[src/rtl/spsc_pkg.sv]
// package for the sensor persistence and step check block
// status codes, register indexes, field widths and shared types; no dependencies
package spsc_pkg;

   localparam int NumQty          = 5;
   localparam int ValueWidth      = 16;
   localparam int TimeWidth       = 32;
   localparam int MinutesWidth    = 10;
   localparam int LimitWidth      = 15;
   localparam int CsrIndexWidth   = 3;
   localparam int CsrDataWidth    = 16;
   localparam int DefaultDepth    = 16;
   localparam int SecondsPerMinute = 60;
   localparam int WindowWidth     = 16;
   localparam int EntryWidth      = TimeWidth + NumQty * ValueWidth;

   typedef enum logic [1:0] {
      ST_NONE = 2'd0,
      ST_NA   = 2'd1,
      ST_PASS = 2'd2,
      ST_FAIL = 2'd3
   } status_type;

   typedef enum logic [CsrIndexWidth-1:0] {
      CSR_FILL_CODE      = 3'd0,
      CSR_PERSIST_WINDOW = 3'd1,
      CSR_STEP_WINDOW    = 3'd2,
      CSR_LIMIT_AIR      = 3'd3,
      CSR_LIMIT_AIR2     = 3'd4,
      CSR_LIMIT_DEW      = 3'd5,
      CSR_LIMIT_SURFACE  = 3'd6,
      CSR_LIMIT_PRESSURE = 3'd7
   } csr_index_type;

   typedef enum logic [1:0] {
      FSM_IDLE,
      FSM_WALK,
      FSM_DONE
   } fsm_state_type;

   typedef logic [ValueWidth-1:0] value_array_type [NumQty];
   typedef status_type status_array_type [NumQty];

   // per-quantity walk state
   typedef struct packed {
      logic       persist_done;
      logic       step_done;
      status_type persist_st;
      status_type step_st;
   } lane_type;

endpackage

[src/rtl/spsc_lane.sv]
// one quantity of the walk: persistence and step status update per older sample
// depends on spsc_pkg
module spsc_lane import spsc_pkg::*; (
   input  logic                  clock,
   input  logic                  reset,
   input  logic                  start,
   input  logic                  new_missing,
   input  logic                  sample_valid,
   input  logic                  persist_in_win,
   input  logic                  step_in_win,
   input  logic [ValueWidth-1:0] new_value,
   input  logic [ValueWidth-1:0] old_value,
   input  logic [ValueWidth-1:0] fill_code,
   input  logic [LimitWidth-1:0] step_limit,
   output lane_type              lane
);

   lane_type lane_ff, lane_in;
   logic signed [ValueWidth:0] diff;
   logic [ValueWidth:0]        abs_diff;
   logic                       old_missing;

   always_comb begin
      diff        = $signed({new_value[ValueWidth-1], new_value})
                  - $signed({old_value[ValueWidth-1], old_value});
      abs_diff    = diff[ValueWidth] ? (~diff + 1'b1) : diff;
      old_missing = (old_value == fill_code);
      lane_in     = lane_ff;
      if (start) begin
         lane_in.persist_done = new_missing;
         lane_in.step_done    = new_missing;
         lane_in.persist_st   = new_missing ? ST_NA : ST_PASS;
         lane_in.step_st      = new_missing ? ST_NA : ST_PASS;
      end else if (sample_valid) begin
         if (!lane_ff.persist_done) begin
            if (!persist_in_win) begin
               lane_in.persist_done = 1'b1;
            end else if (old_value == new_value) begin
               lane_in.persist_st = ST_FAIL;
            end else begin
               lane_in.persist_st   = ST_PASS;
               lane_in.persist_done = 1'b1;
            end
         end
         // missing older values are skipped before the time test
         if (!lane_ff.step_done && !old_missing) begin
            if (!step_in_win) begin
               lane_in.step_done = 1'b1;
            end else if (abs_diff > {2'b00, step_limit}) begin
               lane_in.step_st   = ST_FAIL;
               lane_in.step_done = 1'b1;
            end else begin
               lane_in.step_st = ST_PASS;
            end
         end
      end
   end

   always_ff @(posedge clock) begin
      if (reset) begin
         lane_ff <= '0;
      end else begin
         lane_ff <= lane_in;
      end
   end

   assign lane = lane_ff;

endmodule

[src/rtl/sensor_persistence_and_step_check.sv]
// top level of the sensor persistence and step check
// depends on spsc_pkg and spsc_lane
//
//  channel | direction | ports
//  req     | in        | req_valid, req_stall, check fields
//  rsp     | out       | rsp_valid, rsp_stall, ten status fields
//  csr     | in        | csr_write, csr_index, csr_data
//
// a beat is taken in idle; the walk then reads the stored_count history entries one per
// cycle, newest first, through the registered read port, then does the write-back (only
// the write-back if history is empty). the next beat is taken the cycle after the walk.
// the result sits in an output register; a new beat is taken once it is held there.
// reset clears the control state; history contents are only read once written.
// a stalled result blocks only the next item's completion.
module sensor_persistence_and_step_check import spsc_pkg::*; #(
   parameter int HISTORY_DEPTH = DefaultDepth
) (
   input  logic                     clock,
   input  logic                     reset,
   input  logic                     req_valid,
   output logic                     req_stall,
   input  logic                     req_check_enable,
   input  logic [TimeWidth-1:0]     req_obs_seconds,
   input  logic [ValueWidth-1:0]    req_air_value,
   input  logic [ValueWidth-1:0]    req_air_second_value,
   input  logic [ValueWidth-1:0]    req_dew_value,
   input  logic [ValueWidth-1:0]    req_surface_value,
   input  logic [ValueWidth-1:0]    req_pressure_value,
   output logic                     rsp_valid,
   input  logic                     rsp_stall,
   output logic [1:0]               rsp_air_persist_status,
   output logic [1:0]               rsp_air_second_persist_status,
   output logic [1:0]               rsp_dew_persist_status,
   output logic [1:0]               rsp_surface_persist_status,
   output logic [1:0]               rsp_pressure_persist_status,
   output logic [1:0]               rsp_air_step_status,
   output logic [1:0]               rsp_air_second_step_status,
   output logic [1:0]               rsp_dew_step_status,
   output logic [1:0]               rsp_surface_step_status,
   output logic [1:0]               rsp_pressure_step_status,
   input  logic                     csr_write,
   input  logic [CsrIndexWidth-1:0] csr_index,
   input  logic [CsrDataWidth-1:0]  csr_data
);

   localparam int AddrWidth  = (HISTORY_DEPTH > 1) ? $clog2(HISTORY_DEPTH) : 1;
   localparam int CountWidth = $clog2(HISTORY_DEPTH + 1);

   // configuration
   logic [ValueWidth-1:0]   fill_code_ff;
   logic [MinutesWidth-1:0] persist_min_ff, step_min_ff;
   logic [LimitWidth-1:0]   limit_ff [NumQty];

   always_ff @(posedge clock) begin
      if (reset) begin
         fill_code_ff   <= 16'hD8F1;
         persist_min_ff <= MinutesWidth'(10);
         step_min_ff    <= MinutesWidth'(10);
         for (int q = 0; q < NumQty; q++) begin
            limit_ff[q] <= LimitWidth'(100);
         end
      end else if (csr_write) begin
         case (csr_index_type'(csr_index))
            CSR_FILL_CODE:      fill_code_ff   <= csr_data;
            CSR_PERSIST_WINDOW: persist_min_ff <= csr_data[MinutesWidth-1:0];
            CSR_STEP_WINDOW:    step_min_ff    <= csr_data[MinutesWidth-1:0];
            CSR_LIMIT_AIR:      limit_ff[0]    <= csr_data[LimitWidth-1:0];
            CSR_LIMIT_AIR2:     limit_ff[1]    <= csr_data[LimitWidth-1:0];
            CSR_LIMIT_DEW:      limit_ff[2]    <= csr_data[LimitWidth-1:0];
            CSR_LIMIT_SURFACE:  limit_ff[3]    <= csr_data[LimitWidth-1:0];
            CSR_LIMIT_PRESSURE: limit_ff[4]    <= csr_data[LimitWidth-1:0];
            default: ;
         endcase
      end
   end

   // window lengths in seconds, registered
   logic [WindowWidth-1:0] persist_win_ff, step_win_ff;
   always_ff @(posedge clock) begin
      persist_win_ff <= WindowWidth'(persist_min_ff * SecondsPerMinute);
      step_win_ff    <= WindowWidth'(step_min_ff * SecondsPerMinute);
   end

   // control
   fsm_state_type state_ff, state_in;
   logic [AddrWidth-1:0]  write_slot_ff, write_slot_in;
   logic [CountWidth-1:0] stored_count_ff, stored_count_in;
   logic [CountWidth-1:0] issue_ff, issue_in;
   logic                  rdvalid_ff, rdvalid_in;
   logic [AddrWidth-1:0]  rdaddr_ff, rdaddr_in;
   logic                  rsp_valid_ff, rsp_valid_in;
   logic                  enable_ff;
   logic [TimeWidth-1:0]  time_ff;
   value_array_type       val_ff;
   logic                  start;
   logic                  req_take;

   assign req_stall = (state_ff != FSM_IDLE);
   assign req_take  = req_valid && !req_stall;
   assign start     = req_take;

   // history memory
   logic [EntryWidth-1:0] mem [HISTORY_DEPTH];
   logic [EntryWidth-1:0] rd_ff;
   logic                  mem_we;

   always_ff @(posedge clock) begin
      if (mem_we) begin
         mem[write_slot_ff] <= {time_ff, val_ff[0], val_ff[1], val_ff[2], val_ff[3], val_ff[4]};
      end
      rd_ff <= mem[rdaddr_ff];
   end

   always_comb begin
      state_in = state_ff;
      case (state_ff)
         FSM_IDLE: if (req_take) state_in = FSM_WALK;
         FSM_WALK: if (!rdvalid_ff && issue_ff == stored_count_ff
                       && (!rsp_valid_ff || !rsp_stall)) state_in = FSM_IDLE;
         default:  state_in = FSM_IDLE;
      endcase
   end

   logic finish;
   assign finish = (state_ff == FSM_WALK) && (state_in == FSM_IDLE);
   assign mem_we = finish;

   always_comb begin
      issue_in        = issue_ff;
      rdvalid_in      = 1'b0;
      rdaddr_in       = rdaddr_ff;
      write_slot_in   = write_slot_ff;
      stored_count_in = stored_count_ff;
      rsp_valid_in    = rsp_valid_ff && rsp_stall;
      if (start) begin
         issue_in  = '0;
         rdaddr_in = (write_slot_ff == '0) ? AddrWidth'(HISTORY_DEPTH - 1)
                                           : write_slot_ff - 1'b1;
      end else if (state_ff == FSM_WALK && issue_ff != stored_count_ff) begin
         // issue address already set, data comes back next cycle
         issue_in   = issue_ff + 1'b1;
         rdvalid_in = 1'b1;
         rdaddr_in  = (rdaddr_ff == '0) ? AddrWidth'(HISTORY_DEPTH - 1) : rdaddr_ff - 1'b1;
      end
      if (finish) begin
         rsp_valid_in  = 1'b1;
         write_slot_in = (write_slot_ff == AddrWidth'(HISTORY_DEPTH - 1)) ? '0
                                                                         : write_slot_ff + 1'b1;
         if (stored_count_ff != CountWidth'(HISTORY_DEPTH)) begin
            stored_count_in = stored_count_ff + 1'b1;
         end
      end
   end

   always_ff @(posedge clock) begin
      if (reset) begin
         state_ff        <= FSM_IDLE;
         issue_ff        <= '0;
         rdvalid_ff      <= 1'b0;
         rdaddr_ff       <= '0;
         write_slot_ff   <= '0;
         stored_count_ff <= '0;
         rsp_valid_ff    <= 1'b0;
      end else begin
         state_ff        <= state_in;
         issue_ff        <= issue_in;
         rdvalid_ff      <= rdvalid_in;
         rdaddr_ff       <= rdaddr_in;
         write_slot_ff   <= write_slot_in;
         stored_count_ff <= stored_count_in;
         rsp_valid_ff    <= rsp_valid_in;
      end
   end

   always_ff @(posedge clock) begin
      if (req_take) begin
         enable_ff <= req_check_enable && (stored_count_ff != '0);
         time_ff   <= req_obs_seconds;
         val_ff[0] <= req_air_value;
         val_ff[1] <= req_air_second_value;
         val_ff[2] <= req_dew_value;
         val_ff[3] <= req_surface_value;
         val_ff[4] <= req_pressure_value;
      end
   end

   // older sample fields
   logic [TimeWidth-1:0] old_time, age;
   logic                 p_in_win, s_in_win;
   assign old_time = rd_ff[EntryWidth-1 -: TimeWidth];
   assign age      = time_ff - old_time;
   assign p_in_win = age < {{(TimeWidth-WindowWidth){1'b0}}, persist_win_ff};
   assign s_in_win = age < {{(TimeWidth-WindowWidth){1'b0}}, step_win_ff};

   lane_type lanes [NumQty];
   genvar g;
   generate
      for (g = 0; g < NumQty; g++) begin : g_lane
         logic [ValueWidth-1:0] newv;
         assign newv = (g == 0) ? req_air_value :
                       (g == 1) ? req_air_second_value :
                       (g == 2) ? req_dew_value :
                       (g == 3) ? req_surface_value : req_pressure_value;
         spsc_lane u_lane (
            .clock          (clock),
            .reset          (reset),
            .start          (start),
            .new_missing    (newv == fill_code_ff),
            .sample_valid   (rdvalid_ff),
            .persist_in_win (p_in_win),
            .step_in_win    (s_in_win),
            .new_value      (val_ff[g]),
            .old_value      (rd_ff[EntryWidth-TimeWidth-1-g*ValueWidth -: ValueWidth]),
            .fill_code      (fill_code_ff),
            .step_limit     (limit_ff[g]),
            .lane           (lanes[g])
         );
      end
   endgenerate

   // output register
   status_array_type p_out_ff, s_out_ff;
   always_ff @(posedge clock) begin
      if (finish) begin
         for (int q = 0; q < NumQty; q++) begin
            p_out_ff[q] <= enable_ff ? lanes[q].persist_st : ST_NONE;
            s_out_ff[q] <= enable_ff ? lanes[q].step_st : ST_NONE;
         end
      end
   end

   assign rsp_valid                     = rsp_valid_ff;
   assign rsp_air_persist_status        = p_out_ff[0];
   assign rsp_air_second_persist_status = p_out_ff[1];
   assign rsp_dew_persist_status        = p_out_ff[2];
   assign rsp_surface_persist_status    = p_out_ff[3];
   assign rsp_pressure_persist_status   = p_out_ff[4];
   assign rsp_air_step_status           = s_out_ff[0];
   assign rsp_air_second_step_status    = s_out_ff[1];
   assign rsp_dew_step_status           = s_out_ff[2];
   assign rsp_surface_step_status       = s_out_ff[3];
   assign rsp_pressure_step_status      = s_out_ff[4];

endmodule

[config.mk]
export PLATFORM = sky130hd
export DESIGN_NAME = sensor_persistence_and_step_check
export DESIGN_NICKNAME = d
export VERILOG_FILES = /design/src/rtl/spsc_pkg.sv /design/src/rtl/spsc_lane.sv /design/src/rtl/sensor_persistence_and_step_check.sv
export SDC_FILE = /design/constraint.sdc
export NUM_CORES = 2
export LEC_CHECK = 0
export ABC_CLOCK_PERIOD_IN_PS = 19600
export BUFFER_PORTS_ARGS = -buffer_cell sky130_fd_sc_hd__buf_2
export CORE_MARGIN = 10
export CORE_UTILIZATION = 30
export DETAILED_ROUTE_END_ITERATION = 10
export GPL_ROUTABILITY_DRIVEN = 0
export PLACE_DENSITY = 0.52
export SKIP_LAST_GASP = 1
export SLEW_MARGIN = 40
export SYNTH_ARGS = -nofsm -noshare
export SYNTH_HDL_FRONTEND = slang
export SYNTH_SLANG_ARGS = --single-unit
[constraint.sdc]
create_clock -name clock -period 19.6 [get_ports clock]
set_input_delay 0.98 -clock clock [delete_from_list [all_inputs] [get_ports clock]]
set_output_delay 0.98 -clock clock [all_outputs]
set_load 0.005 [all_outputs]
### Word level (Yosys, flattened, before mapping)

Memory sizes are Yosys's and may differ from the RTL's. A register that Yosys moved wholly into a read port is not among the register bits.
Index checks and enable logic that the tools add are counted.
Widths: inputs -> output; s select.

* eq/ne operators: 37
* multiply operators: 2
* order comparisons: 7
* bitwise logic cells: 10
* reductions and logical operators: 63
* muxes and demuxes: 131
* $add $sub $neg: 16

Operators with widths (number)
* $eq 16x16->1: 15
* $add 17x1->17 const B: 5
* $gt 17x15->1: 5
* $mux 17: 5
* $not 17->17: 5
* $sub 16x16->17: 5
* $mux 15: 5
* $mux 2: 37
* $mux 1: 68
* $lt 32x16->1: 2
* $mux 6: 10
* $reduce_and 3->1: 15
* $sub 32x32->32: 1
* $mul 10x4->14 const B: 2
* $mux 4: 5
* $reduce_bool 2->1: 10
* $logic_not 1->1: 14
* $eq 3x3->1 const B: 4
* $logic_and 1x1->1: 12
* $ne 3x1->1 const B: 4
* $add 5x1->5 const B: 2
* $logic_not 4->1: 2
* $ne 2x2->1 const B: 4
* $reduce_and 2->1: 4
* other kinds (18): 25

* bits of input ports: 137
* memories kept: 5
* register bits after elaboration: 149
* logic and storage cells: 305
* RAM bits: 1967

Memories
* mem: words 16, width 112, rd ports 1, clocked after Yosys merged registers in 1, write ports 1, RTL line sensor_persistence_and_step_check.sv:103 `logic [EntryWidth-1:0] mem [HISTORY_DEPTH];`
* val_ff: words 5, width 16, rd ports 5, clocked after Yosys merged registers in 0, write ports 5, RTL line sensor_persistence_and_step_check.sv:94 `value_array_type val_ff;`
* limit_ff: words 5, width 15, rd ports 5, clocked after Yosys merged registers in 0, write ports 5, RTL line sensor_persistence_and_step_check.sv:52 `logic [LimitWidth-1:0] limit_ff [NumQty];`
* p_out_ff: words 5, width 2, rd ports 5, clocked after Yosys merged registers in 0, write ports 5, RTL line sensor_persistence_and_step_check.sv:222 `status_array_type p_out_ff, s_out_ff;`
* s_out_ff: words 5, width 2, rd ports 5, clocked after Yosys merged registers in 0, write ports 5, RTL line sensor_persistence_and_step_check.sv:222

### Depth between registers and ports, before layout

An unclocked memory read counts as a cell.

* word-level depth: 11
* depth in mapped cells: 24

### Hierarchy

Synthesis repeated with hierarchy kept, for this count alone.

* cells, all modules: 5266
* area, all modules: 94157.8 µm²

By module, submodules not included
* sensor_persistence_and_step_check: area each 83735.3 µm², sequential area each 64021.4 µm², times used 1, cells each 3831
* spsc_lane: area each 2084.5 µm², sequential area each 120.1 µm², times used 5, cells each 287

### Least setup slack after synthesis

No wires, ideal clock.

* kind: input-to-reg
* from: input port rsp_stall
* to: memory mem[0][0] in the netlist's numbering (enable)
* buffers on the path: 1
* stages on the path: 5
* setup slack: 8801 ps
* library setup time: 719 ps
* arrival: 10080 ps
* cells stage by stage: a211oi_1 -> and3b_1 -> clkbuf_1 -> nand2_1 -> nor3_1

* word-level cells in the longest chain between the ends: 9

RTL lines
* from (decl): RTL line sensor_persistence_and_step_check.sv:30 `input logic rsp_stall,`
* $logic_not 1->1: RTL line sensor_persistence_and_step_check.sv:119 `&& (!rsp_valid_ff || !rsp_stall)) state_in = FSM_IDLE;`
* $logic_or 1x1->1: RTL line sensor_persistence_and_step_check.sv:119
* $logic_and 1x1->1: RTL line sensor_persistence_and_step_check.sv:119
* $mux 2: RTL line sensor_persistence_and_step_check.sv:118 `FSM_WALK: if (!rdvalid_ff && issue_ff == stored_count_ff`
* $pmux 2 s2: RTL line sensor_persistence_and_step_check.sv:116 `case (state_ff)`
* $logic_not 2->1: RTL line sensor_persistence_and_step_check.sv:125 `assign finish = (state_ff == FSM_WALK) && (state_in == FSM_IDLE);`
* $logic_and 1x1->1: RTL line sensor_persistence_and_step_check.sv:125
* via finish: RTL line sensor_persistence_and_step_check.sv:124 `logic finish;`
* $mux 1: RTL line sensor_persistence_and_step_check.sv:108 `if (mem_we) begin`
* $mux 1 (implied by the code): RTL line sensor_persistence_and_step_check.sv:109 `mem[write_slot_ff] <= {time_ff, val_ff[0], val_ff[1], val_ff[2], val_ff[3], val_ff[4]};`
* to (decl): RTL line sensor_persistence_and_step_check.sv:103

The timed path passes the listed nets, and every way through them passes these cells.

==> flow_summary.yaml <==
floorplanning:
  y_dimension_of_the_die_um: 580
  initial_core_util: 0.302
  core_area_mm2: 0.312
  floorplan.die.width_um: 580
  number_of_placement_rows: 205
  die_area_mm2: 0.337
  io_pins: 159
timing:
  hold_violations: 0
  worst_slew_margin_rel: 0.332
  timing.fmax_ghz: 0.175
  period_share: 0.292
  final_period_minus_worst_setup_slack_ns: 5.72
  setup-violations-final: 0
  timing_worst_slew_pin_value_ns: 1.00
  timing_max_transition_violations_final: 0
  final.setup_skew_ns: 0.0698
  timing.setup.tns_ns: 0
  grt_setup_unrepaired: "false"
  hold_ws_ns: 0.263
critical_path:
  worst_ep_required_time_ns: 20.34
  kind_of_end_point_of_the_critical_path: "flip-flop"
  crit_path_max_fanout: 17
  crit_type: "flip-flop to flip-flop"
  worst_path_arrival_ns: 6.46
  critPathLaunchType: "flip-flop"
  crit_path_cell_trace: "inv_1 > ha_1 > fa_1 > nand2b_1 > a21oi_1 > a2bb2oi_1 > nand4_1 > and3b_1 > or2_2 > a31oi_1 > nor2_1 > xnor2_1 > ha_1 > a21o_1 > a21o_1 > a211oi_1 > o21ai_0 > a221o_1 > a21oi_1 > a41oi_1 > a21oi_1 > a311oi_1"
  cp_slowest_cell: "edfxtp_1"
  critical-path-max-stage-delay_ns: 0.63
  timing.critical_path.mode_cell: "a21oi_1"
clock_network:
  ctsHoldBuffers: 0
  cts_num_sinks: 2228
  post-cts-setup-buffers: 0
  worst_skew_pair.late_latency_ns: 0.90
  cts_buffers: 235
  max-clock-path-buffers: 4
  h-tree-depth: 4
  post_cts_resized: 0
  cts_clock_pin_slew_for_the_worst_setup_and_hold_paths_ns: 0.06
  tritoncts: "yes"
  clk_root_buffer_cell: "clkbuf_16"
routing:
  drtPass1Iterations: 6
  route.vias.total: 50800
  antenna_left: 0
  detail_route.vias_per_cell: 5.10
  route.final.wire_length_um: 272000
  avgRoutedWirePerCell_um: 27.3
  first_iter_violations: 4604
  drc: 0
global_route:
  grtUsageMet1: 0.214
  grt_antenna_before_repair: 34
  met2_usage: 0.255
  grt_max_degree: 122
  gr-usage-met3: 0.0242
  gr-total-overflow: 0
  via_count_of_the_first_global_routing_pass: 52100
  busiest_layer: "met2"
  overall_global_routing_usage: 0.156
  grt_pass1_wl_um: 387000
yosys:
  netlist_area_mm2: 0.0942
  yosys.area.top_type_share: 0.638
  synthesis.instances: 5307
  asyncSetResetFlopFracSynth: 0
  synth.ff_latch_count: 2228
  synth_top_area_cell: "edfxtp_1"
  syn-mean-instance-area_um2: 17.7
  post_synth_main_area_contributors: "edfxtp_1 64%, mux4_2 13%, dfxtp_1 4.8%, ha_1 3.4%, xnor2_1 2.1%"
  synth.yosys.warnings: 0
  synth_top_flop_cell: "edfxtp_1"
  number_of_enable_type_register_cells_in_the_synthesized_netlist: 2000
  number_of_distinct_library_cell_variants_in_the_gate_level_netlist_after_synthesis: 94
  synth.yosys.seq_area_share: 0.686
  synth_fp_nets: 5742
power_and_ir_drop:
  peakVddDrop_mv: 0.0787
  power_leakage_nw: 35.7
  pwr_density_cell_mw_per_mm2: 104
placement:
  port_buffers: 158
  dp.final_hpwl_um: 165000
layout:
  layout-drive-gt1-share: 0.216
  multi_input_comb_area_mm2: 0.0279
  mostFrequentLayoutCells: "2000 x edfxtp_1, 560 x mux4_2, 279 x inv_1, 259 x ha_1, 236 x clkbuf_16"
  most_common_cell_after_layout_fill_and_taps_aside: "edfxtp_1"
  filler_instances: 29200
  final-seq-area_mm2: 0.0647
  fin_nets: 6050
  areaGrowthSynthToFinish_pct: 15.4
min_path:
  hold_class: "primary input to flip-flop"
flow_run:
  max-cap-violations: 0
status:
  status: "finished, final reports clean"
==> cell usage after synthesis, types with 7 or more instances <==
cell type  count
a31oi_1       24
a211oi_1      30
nand2b_1      41
o31a_1        11
or3_1         25
o22ai_1       14
a211o_1       10
ha_1         259
buf_1         55
nor4_1        33
or4_1         10
and3_1        13
nor3_1        64
or2_2         20
nand4_1       78
a21o_1        53
o211ai_1      20
o31ai_1       20
xor2_1       103
o21ai_0       93
dfxtp_1      228
o21a_1        32
nor3b_1       11
nor2b_1       22
xnor2_1      227
clkbuf_1     133
nand2_1      195
edfxtp_1    2000
a21oi_1      154
o21bai_1      19
inv_1        280
and2_1        42
nor2_1       179
o2111ai_1     10
fa_1          39
mux2i_1        9
nand3_1       55
mux4_2       560
a221oi_1       7
==> registers in the layout, indices dropped and copies added, names as in the netlist, 14 cells and up <==
register and count:
val_ff 80, rd_ff 112, fill_code_ff 16, step_win_ff 14, g_lane.u_lane.lane 30, limit_ff 75, mem 1792, persist_win_ff 14
time_ff 32
==> final cells by class <==
class,count,area share
inverters,281,0.00977
well taps,4140,0.0477
clock buffers,336,0.0606
diodes,17,0.000391
multi-input cells,2603,0.257
repair buffers,266,0.0192
flip-flops and latches,2228,0.595
clock inverters,93,0.0106
==> stage by stage <==
step	total power, mW	worst slack (ns)	util	instances	cell area (um^2)
global placement	6.91	13.81	0.321	9500	100000
CTS	11.4	13.85	0.348	9944	109000
finish	11.3	13.88	0.348	9964	109000
floorplan	6.48	8.80	-	5307	94200
detailed placement	6.92	13.93	0.323	9515	101000
global route	11.8	13.43	0.348	9957	109000
==> critical path: cells and delay by family (launching register included) <==
family / cells / cell delay [ns]
buf+inv: 1 / 0.15
fa+ha+maj: 3 / 0.91
simple gates: 5 / 0.97
compound gates: 12 / 2.69
xor+xnor: 1 / 0.15
flops: 1 / 0.63
==> logic make-up (layout without fill, tap and decap cells) <==
family,count (synthesis),after routing,synth area share
AOI/OAI and AO/OA,577,577,0.0410
adders and majority gates,298,298,0.0427
muxes,575,575,0.136
buffers and inverters,476,976,0.0191
DFF,2228,2228,0.686
and+or+nand+nor,822,822,0.0445
other,1,18,0.0000398
xor gates and xnor gates,330,330,0.0307
==> power breakdown <==
| part | switching [mW] | total (mW) | internal, mW |
|---|---|---|---|
| logic | 0.831 | 1.47 | 0.638 |
| clock network | 1.85 | 4.46 | 2.61 |
| registers | 0.120 | 5.36 | 5.24 |
| total | 2.80 | 11.3 | 8.49 |
==> final timing paths <==
| kind | cells after the start | start | endpoint | slack (ns) |
|---|---|---|---|---|
| setup reg to reg | 22 | val_ff[0][64]$_DFFE_PP_ | g_lane[4].u_lane.lane[4]$_SDFFE_PP0P_ | 13.88 |
| hold reg to reg | 0 | step_min_ff[0]$_SDFFE_PP0P_ | step_win_ff[2]$_DFF_P_ | 0.43 |
| hold / removal | 1 | req_obs_seconds[25] | time_ff[25]$_DFFE_PP_ | 0.26 |
| setup / recovery | 22 | val_ff[0][64]$_DFFE_PP_ | g_lane[4].u_lane.lane[4]$_SDFFE_PP0P_ | 13.88 |
==> per-layer routing <==
| layer | wire [um] | part of all wire |
|---|---|---|
| met4 | 9240 | 0.034 |
| met5 | 65 | 0.00024 |
| met1 | 119000 | 0.44 |
| met3 | 14600 | 0.054 |
| met2 | 129000 | 0.47 |
Power figures use the tool's default switching activity.
